## src/rtl/xoshiro256pp_generator_unit_macros.svh

```systemverilog
// Assertion macros shared by the generator RTL.
// Both sample on clk and are disabled while arst_n is low.
`ifndef XOSHIRO256PP_GENERATOR_UNIT_MACROS_SVH
`define XOSHIRO256PP_GENERATOR_UNIT_MACROS_SVH

// The consequent must hold in the same cycle as the antecedent.
`define XSR_ASSERT_SAME(label, ante, cons, msg) \
	label: assert property (@(posedge clk) disable iff (!arst_n) (ante) |-> (cons)) \
		else $error(msg);

// The consequent must hold in the cycle after the antecedent.
`define XSR_ASSERT_NEXT(label, ante, cons, msg) \
	label: assert property (@(posedge clk) disable iff (!arst_n) (ante) |=> (cons)) \
		else $error(msg);

`endif

```

## src/rtl/xsr_pkg.sv

```systemverilog
package xsr_pkg;

	typedef logic [63:0] word_t;
	typedef word_t [3:0] words_t;

	localparam logic [1:0] KIND_NEXT = 2'd0;
	localparam logic [1:0] KIND_SEED = 2'd1;
	localparam logic [1:0] KIND_JUMP = 2'd2;

	localparam words_t DEFAULT_SEED = {
		64'hea9bfe26838f091d, 64'h0c60dc05b8f9266a,
		64'h8f51e36d13fa4f21, 64'h172373c35cc277fb
	};

	// Bit b of the jump polynomial is JUMP_POLY[b].
	localparam logic [255:0] JUMP_POLY = {
		64'h39abdc4529b1661c, 64'ha9582618e03fc9aa,
		64'hd5a61266f0c9392c, 64'h180ec6d33cfd0aba
	};

	localparam logic [7:0] LAST_BIT = 8'hff;

	typedef enum logic {
		ST_IDLE,
		ST_JUMP
	} gen_state_t;

	typedef struct packed {
		logic       start;
		logic [1:0] kind;
		logic [15:0] jump_count;
	} core_ctrl_t;

	typedef struct packed {
		logic  busy;
		logic  done;
		word_t value;
	} core_stat_t;

endpackage

```

## src/rtl/xsr_if.sv

```systemverilog
interface xsr_req_if;
	logic        valid;
	logic        ready;
	logic [1:0]  kind;
	logic [15:0] jump_count;

	modport source(output valid, output kind, output jump_count, input ready);
	modport sink(input valid, input kind, input jump_count, output ready);
endinterface

interface xsr_rsp_if;
	logic        valid;
	logic        ready;
	logic [63:0] value;

	modport source(output valid, output value, input ready);
	modport sink(input valid, input value, output ready);
endinterface

interface xsr_cfg_if;
	logic        valid;
	logic        ready;
	logic [1:0]  index;
	logic [63:0] data;

	modport source(output valid, output index, output data, input ready);
	modport sink(input valid, input index, input data, output ready);
endinterface

```

## src/rtl/xsr_step.sv

```systemverilog
module xsr_step (
	input  xsr_pkg::words_t s,
	output xsr_pkg::words_t s_next,
	output xsr_pkg::word_t  rnd
);
	import xsr_pkg::*;

	word_t t;
	word_t x2;
	word_t x3;
	word_t y1;
	word_t y0;
	word_t sum;
	word_t sum_rot;

	assign t  = {s[1][46:0], 17'd0};
	assign x2 = s[2] ^ s[0];
	assign x3 = s[3] ^ s[1];
	assign y1 = s[1] ^ x2;
	assign y0 = s[0] ^ x3;

	assign s_next[0] = y0;
	assign s_next[1] = y1;
	assign s_next[2] = x2 ^ t;
	assign s_next[3] = {x3[18:0], x3[63:19]};

	assign sum     = s[0] + s[3];
	assign sum_rot = {sum[40:0], sum[63:41]};
	assign rnd     = sum_rot + s[0];
endmodule

```

## src/rtl/xsr_core.sv

```systemverilog
module xsr_core (
	input  logic               clk,
	input  logic               arst_n,
	input  xsr_pkg::core_ctrl_t ctrl,
	input  xsr_pkg::words_t    seed,
	output xsr_pkg::core_stat_t stat
);
	import xsr_pkg::*;

	gen_state_t  state_q;
	gen_state_t  state_d;
	words_t      gs_q;
	words_t      acc_q;
	logic [7:0]  bit_q;
	logic [15:0] left_q;

	words_t      step_next;
	word_t       rnd;
	logic        poly_bit;
	logic        last_bit;
	logic        jump_start;
	logic        seed_zero;

	xsr_step u_step (
		.s      (gs_q),
		.s_next (step_next),
		.rnd    (rnd)
	);

	assign poly_bit   = JUMP_POLY[bit_q];
	assign seed_zero  = (seed == '0);
	assign jump_start = ctrl.start && (ctrl.kind == KIND_JUMP) && (ctrl.jump_count != 16'd0);

	always_comb begin
		state_d = state_q;
		case (state_q)
			ST_IDLE: begin
				if (jump_start) begin
					state_d = ST_JUMP;
				end
			end
			ST_JUMP: begin
				if (bit_q == LAST_BIT && left_q == 16'd1) begin
					state_d = ST_IDLE;
				end
			end
			default: state_d = ST_IDLE;
		endcase
	end

	always_comb begin
		stat     = '0;
		last_bit = 1'b0;
		case (state_q)
			ST_IDLE: begin
				stat.done = ctrl.start && !jump_start;
				if (ctrl.start && ctrl.kind == KIND_NEXT) begin
					stat.value = rnd;
				end
			end
			ST_JUMP: begin
				stat.busy = 1'b1;
				last_bit  = (bit_q == LAST_BIT);
				stat.done = last_bit && (left_q == 16'd1);
			end
			default: stat = '0;
		endcase
	end

	always_ff @(posedge clk or negedge arst_n) begin
		if (!arst_n) begin
			state_q <= ST_IDLE;
		end else begin
			state_q <= state_d;
		end
	end

	always_ff @(posedge clk or negedge arst_n) begin
		if (!arst_n) begin
			gs_q   <= DEFAULT_SEED;
			acc_q  <= '0;
			bit_q  <= '0;
			left_q <= '0;
		end else if (state_q == ST_IDLE) begin
			if (ctrl.start) begin
				case (ctrl.kind)
					KIND_NEXT: gs_q <= step_next;
					KIND_SEED: gs_q <= seed_zero ? DEFAULT_SEED : seed;
					KIND_JUMP: begin
						left_q <= ctrl.jump_count;
						bit_q  <= '0;
						acc_q  <= '0;
					end
					default: ;
				endcase
			end
		end else begin
			bit_q <= bit_q + 8'd1;
			if (last_bit) begin
				// The step after the last tap is discarded: the sum becomes the state.
				gs_q   <= acc_q ^ (poly_bit ? gs_q : '0);
				acc_q  <= '0;
				left_q <= left_q - 16'd1;
			end else begin
				gs_q <= step_next;
				if (poly_bit) begin
					acc_q <= acc_q ^ gs_q;
				end
			end
		end
	end
endmodule

```

## src/rtl/xoshiro256pp_generator_unit.sv

```systemverilog
// Channel | Dir | Payload                  | Transaction
// req     | in  | kind[1:0], jump_count    | req.valid & req.ready
// rsp     | out | value[63:0]              | rsp.valid & rsp.ready
// cfg     | in  | index[1:0], data[63:0]   | cfg.valid & cfg.ready (always ready)
// Next, seed, unused-kind and zero-count jump requests finish in the cycle
// they are taken; the result is registered and visible in the next cycle.
// A jump request runs jump_count jumps on the single state-step unit.
// Reset loads the default seed and clears the seed registers.
// A request is taken only while no jump is running and the result slot is free
// or is being read in the same cycle.
module xoshiro256pp_generator_unit (
	input  logic clk,
	input  logic arst_n,
	xsr_req_if.sink   req,
	xsr_rsp_if.source rsp,
	xsr_cfg_if.sink   cfg
);
	import xsr_pkg::*;
	`include "xoshiro256pp_generator_unit_macros.svh"

	words_t     seed_q;
	logic       out_valid_q;
	word_t      out_value_q;
	core_ctrl_t ctrl;
	core_stat_t stat;
	logic       slot_free;

	assign slot_free  = !out_valid_q || rsp.ready;
	assign req.ready  = !stat.busy && slot_free;
	assign cfg.ready  = 1'b1;

	assign ctrl.start      = req.valid && req.ready;
	assign ctrl.kind       = req.kind;
	assign ctrl.jump_count = req.jump_count;

	xsr_core u_core (
		.clk    (clk),
		.arst_n (arst_n),
		.ctrl   (ctrl),
		.seed   (seed_q),
		.stat   (stat)
	);

	always_ff @(posedge clk or negedge arst_n) begin
		if (!arst_n) begin
			seed_q <= '0;
		end else if (cfg.valid && cfg.ready) begin
			seed_q[cfg.index] <= cfg.data;
		end
	end

	always_ff @(posedge clk or negedge arst_n) begin
		if (!arst_n) begin
			out_valid_q <= 1'b0;
		end else if (stat.done) begin
			out_valid_q <= 1'b1;
		end else if (rsp.ready) begin
			out_valid_q <= 1'b0;
		end
	end

	always_ff @(posedge clk) begin
		if (stat.done) begin
			out_value_q <= stat.value;
		end
	end

	assign rsp.valid = out_valid_q;
	assign rsp.value = out_value_q;

	`XSR_ASSERT_SAME(a_busy_blocks_req, stat.busy, !req.ready, "request taken during a jump")
	`XSR_ASSERT_SAME(a_done_slot_free, stat.done, slot_free, "result overwrites an unread result")
	`XSR_ASSERT_SAME(a_jump_end_result, $fell(stat.busy), rsp.valid, "jump ended without result")
	`XSR_ASSERT_NEXT(a_start_jump_busy, ctrl.start && !stat.done, stat.busy, "jump did not start")
endmodule

```

## src/flat_wrapper.sv

```systemverilog
// flat-port wrapper written by rule: the top's interface ports become plain ports
module xoshiro256pp_generator_unit_flat import xsr_pkg::*;
  (clk, arst_n, req_valid, req_kind, req_jump_count, req_ready, rsp_valid, rsp_value, rsp_ready, cfg_valid, cfg_index, cfg_data, cfg_ready);
  xsr_req_if req_i ();
  xsr_rsp_if rsp_i ();
  xsr_cfg_if cfg_i ();
  input  logic clk;
  input  logic arst_n;
  input wire logic [$bits(req_i.valid)-1:0] req_valid;
  input wire logic [$bits(req_i.kind)-1:0] req_kind;
  input wire logic [$bits(req_i.jump_count)-1:0] req_jump_count;
  output wire logic [$bits(req_i.ready)-1:0] req_ready;
  output wire logic [$bits(rsp_i.valid)-1:0] rsp_valid;
  output wire logic [$bits(rsp_i.value)-1:0] rsp_value;
  input wire logic [$bits(rsp_i.ready)-1:0] rsp_ready;
  input wire logic [$bits(cfg_i.valid)-1:0] cfg_valid;
  input wire logic [$bits(cfg_i.index)-1:0] cfg_index;
  input wire logic [$bits(cfg_i.data)-1:0] cfg_data;
  output wire logic [$bits(cfg_i.ready)-1:0] cfg_ready;
  assign req_i.valid = req_valid;
  assign req_i.kind = req_kind;
  assign req_i.jump_count = req_jump_count;
  assign req_ready = req_i.ready;
  assign rsp_valid = rsp_i.valid;
  assign rsp_value = rsp_i.value;
  assign rsp_i.ready = rsp_ready;
  assign cfg_i.valid = cfg_valid;
  assign cfg_i.index = cfg_index;
  assign cfg_i.data = cfg_data;
  assign cfg_ready = cfg_i.ready;
  xoshiro256pp_generator_unit u_core (.clk(clk), .arst_n(arst_n), .req(req_i), .rsp(rsp_i), .cfg(cfg_i));
endmodule
```

## config.mk

```make
export PLATFORM = sky130hd
export DESIGN_NAME = xoshiro256pp_generator_unit_flat
export DESIGN_NICKNAME = d
export VERILOG_FILES = /design/src/rtl/xsr_pkg.sv /design/src/rtl/xsr_if.sv /design/src/rtl/xsr_step.sv /design/src/rtl/xsr_core.sv /design/src/rtl/xoshiro256pp_generator_unit.sv /design/src/flat_wrapper.sv
export VERILOG_INCLUDE_DIRS = /design/src /design/src/rtl
export SDC_FILE = /design/constraint.sdc
export NUM_CORES = 2
export LEC_CHECK = 0
export BUFFER_PORTS_ARGS = -buffer_cell sky130_fd_sc_hd__buf_2
export CAP_MARGIN = 20
export CELL_PAD_IN_SITES_DETAIL_PLACEMENT = 2
export CELL_PAD_IN_SITES_GLOBAL_PLACEMENT = 2
export CORE_MARGIN = 4
export CORE_UTILIZATION = 25
export CTS_CLUSTER_DIAMETER = 60
export DETAILED_ROUTE_END_ITERATION = 10
export GPL_TIMING_DRIVEN = 0
export HOLD_SLACK_MARGIN = 0.12
export PLACE_DENSITY_LB_ADDON = 0.2
export SLEW_MARGIN = 25
export SYNTH_ARGS = -nofsm -noshare
export SYNTH_HDL_FRONTEND = slang
export SYNTH_SLANG_ARGS = --single-unit
```

## constraint.sdc

```tcl
create_clock -name clk -period 6.17 [get_ports clk]
set_input_delay 1.5425 -clock clk [delete_from_list [all_inputs] [get_ports clk]]
set_output_delay 1.5425 -clock clk [all_outputs]
set_load 0.02 [all_outputs]
```

==> metrics.cfg <==
[drt]
drt_first_iter_violations=4821
drt_first_pass_iters=5
vias_per_cell=5.703
routed_wirelength_um=356600
route.detailed.drc=0
wire_per_inst_um=35.21
via_count=57760
postRouteAntennaNets=0

[clock_tree]
cts_buffers=133
clock-root-buffer=clkbuf_16
clockBufferDepth=3
htreeDepth=4
ctsHoldBuffers=0
clock_sinks=858
cts_tree=built
clock_latency_ns=0.83
path_clk_slew_ns=0.06

[run_status]
violations=negative setup slack
outcome=finished, violations left

[setup_path]
worstSetupEndpointType=flip-flop
crit_arrival_ns=6.85
cp-start-kind=flip-flop
required_ns=6.83
ff2ff_setup_slack_ns=-0.02
path_max_fanout=4
crit_type=flip-flop to flip-flop

[die]
rows=174
dieWidth_um=485.1
start_util_pct=25.23
dieHeight_um=485.1
io_pins=156
die_area_mm2=0.2353
core-area_mm2=0.2255

[synth]
ys_warn_count=0
synthTopCellsByArea=dfrtp_1, a21oi_1, dfstp_2
synth_nets=6841
netlist_top_cells_count=a21oi_1, nand2_1, dfrtp_1
yosysTopAreaCell=dfrtp_1
yosysSeqAreaShare_pct=38.58
syn_area_per_cell_um2=8.604
postSynthCellCount=6614
netlist-cell-type-count=85
async_flop_share_pct=92.54
synthFlopType=dfrtp_1
synth_seq_cells=858
synth_edf_count=64
synth.cell_area_mm2=0.05691
netlist.area_leader.share_pct=29.11
synth_most_common_cell=a21oi_1

[placed_design]
numPortBuffers=154
place_hpwl_um=282500
gp_congestion=1.009
placedCellCount=9789

[timing]
timing.final.ws_setup_ns=-0.01847
fin_skew_ns=0.03890
period_needed_ns=6.188
timing.slew.headroom_pct=17.26
setup_viol=1
fin_crit_sh_pct=100.3
slew_viol_final=0
hold_violations=0
grt_setup_unrepaired=true
worst_pin_slew_ns=1.226
clock.fmax_mhz=161.6

[global_routing]
grt_start_max_net_pins=103
grt_use_total_pct=29.33
grt-ovfl-total=0
grt_first_pass_wirelength_um=487200
antenna_found_initial=21
grt_pass1_vias=59040

[run]
cap_violations=0

[cells_and_area]
instances_no_fill=10130
fillers=25440
syn_to_final_growth_pct=21.11
multi_input_area_mm2=0.03344
drive_gt1_share_pct=18.05
finalNetCount=7243
seq_area_mm2=0.02199

[min_path]
hold_class=flip-flop to flip-flop

stage by stage:
step	util [%]	hold WS (ns)	cell area (um^2)	setup WS [ns]	TNS, ns
floorplan	-	0.4863	56910	0.4944	0
global placement	27.23	0.5048	61420	-16.22	-
detailed placement	27.55	0.5216	62140	-2.631	-94.35
CTS	30.12	0.5328	67930	-0.2175	-1.864
global route	30.55	0.5522	68900	-0.1566	-1.469
finish	30.56	0.5314	68920	-0.01847	-0.01847
sequential cells by signal (all words and copies together), names as in the netlist:
register	count
u_core.u_core.bit_q	8
u_core.u_core.gs_q	256
u_core.rsp.value	64
u_core.seed_q	256
u_core.rsp.valid	1
u_core.u_core.acc_q	256
u_core.u_core.left_q	16
u_core.u_core.state_q	1
final timing paths:
| kind | startpoint | endpoint | cells past startpoint |
|---|---|---|---|
| max | u_core.u_core.gs_q[0]$_DFFE_PN1P_ | u_core.rsp.value[63]$_SDFFCE_PP0P_ | 26 |
| min | u_core.u_core.acc_q[36]$_DFFE_PN0P_ | u_core.u_core.acc_q[36]$_DFFE_PN0P_ | 1 |
| max reg2reg | u_core.u_core.gs_q[0]$_DFFE_PN1P_ | u_core.rsp.value[63]$_SDFFCE_PP0P_ | 26 |
| min reg2reg | u_core.u_core.acc_q[36]$_DFFE_PN0P_ | u_core.u_core.acc_q[36]$_DFFE_PN0P_ | 1 |
| max in group asynchronous | arst_n | u_core.u_core.gs_q[49]$_DFFE_PN1P_ | 6 |
| min in group asynchronous | arst_n | u_core.u_core.gs_q[68]$_DFFE_PN0P_ | 1 |
cell type report:
type	instances	share of cell area, %
multi-input combinational	4975	48.52
sequential	858	31.91
tap	2992	5.432
clock buffer	181	5.403
buffer	601	3.638
timing repair buffer	279	2.952
clock inverter	63	1.185
inverter	168	0.9204
antenna	10	0.03631
cell usage in the layout, fill, tap and decap left out, types with 25 or more instances in the layout:
| cell | n |
|---|---|
| o21ai_0 | 521 |
| ha_1 | 93 |
| clkbuf_1 | 449 |
| buf_1 | 36 |
| clkbuf_2 | 40 |
| nand3_1 | 242 |
| o311ai_0 | 46 |
| dfrtp_2 | 25 |
| xor2_1 | 230 |
| o22a_1 | 91 |
| a21o_1 | 79 |
| o211a_1 | 28 |
| nor2_1 | 387 |
| o22ai_1 | 89 |
| dfrtp_1 | 637 |
| xnor2_1 | 312 |
| buf_2 | 251 |
| nand2b_1 | 34 |
| nand4_1 | 53 |
| clkbuf_16 | 138 |
| buf_4 | 100 |
| a221oi_1 | 106 |
| dfstp_2 | 130 |
| nand2_1 | 737 |
| a2bb2oi_1 | 121 |
| edfxtp_1 | 64 |
| a21oi_1 | 752 |
| nand3b_1 | 61 |
| nor4_1 | 69 |
| inv_1 | 164 |
| mux2_2 | 256 |
| o211ai_1 | 221 |
cells by family (layout without fill, tap and decap cells):
group,after synthesis,count (layout),share of synthesized area [%]
AO/OA/AOI/OAI,2287,2287,25.40
XOR/XNOR,571,571,8.788
flip-flops,858,858,38.58
multiplexers,263,263,5.255
AND/OR/NAND/NOR,1715,1715,13.48
adder cells (fa/ha/maj),138,138,3.060
other,1,11,0.006589
buffers and inverters,781,1292,5.424
per-layer routing:
metal	track usage, %	up-vias	wire [um]
met5	0	-	10
met4	16.09	2	22560
met3	4.122	583	19690
met2	45.93	2060	158900
met1	38.93	30430	155400
li1	-	24680	-
repair_timing:
action | in CTS | in global routing
resized for setup | 181 | 135
setup buffers | 45 | 43
pin swaps | 56 | 82
setup endpoints to repair | 56 | 35
critical path: stages (launching register included):
cell      delay (ns)
dfstp_2         0.65
ha_4            0.18
inv_2           0.04
fa_2            0.36
nor2b_2         0.15
o31a_1          0.22
o311ai_2        0.10
nand3_2         0.18
o311a_4         0.21
nor2_4          0.06
or4_4           0.51
a211o_4         0.38
nand3_2         0.07
and4bb_4        0.37
ha_4            0.26
nand4_1         0.16
nor3_4          0.06
buf_6           0.12
a211o_1         0.32
o21ai_4         0.20
a31oi_4         0.17
o31ai_4         0.36
buf_6           0.16
o21ai_4         0.06
and2_4          0.16
or4_4           0.42
nand3_2         0.08
Power is not shown: default switching activity piles up to over one toggle a cycle in this logic, so the estimate is an artifact.
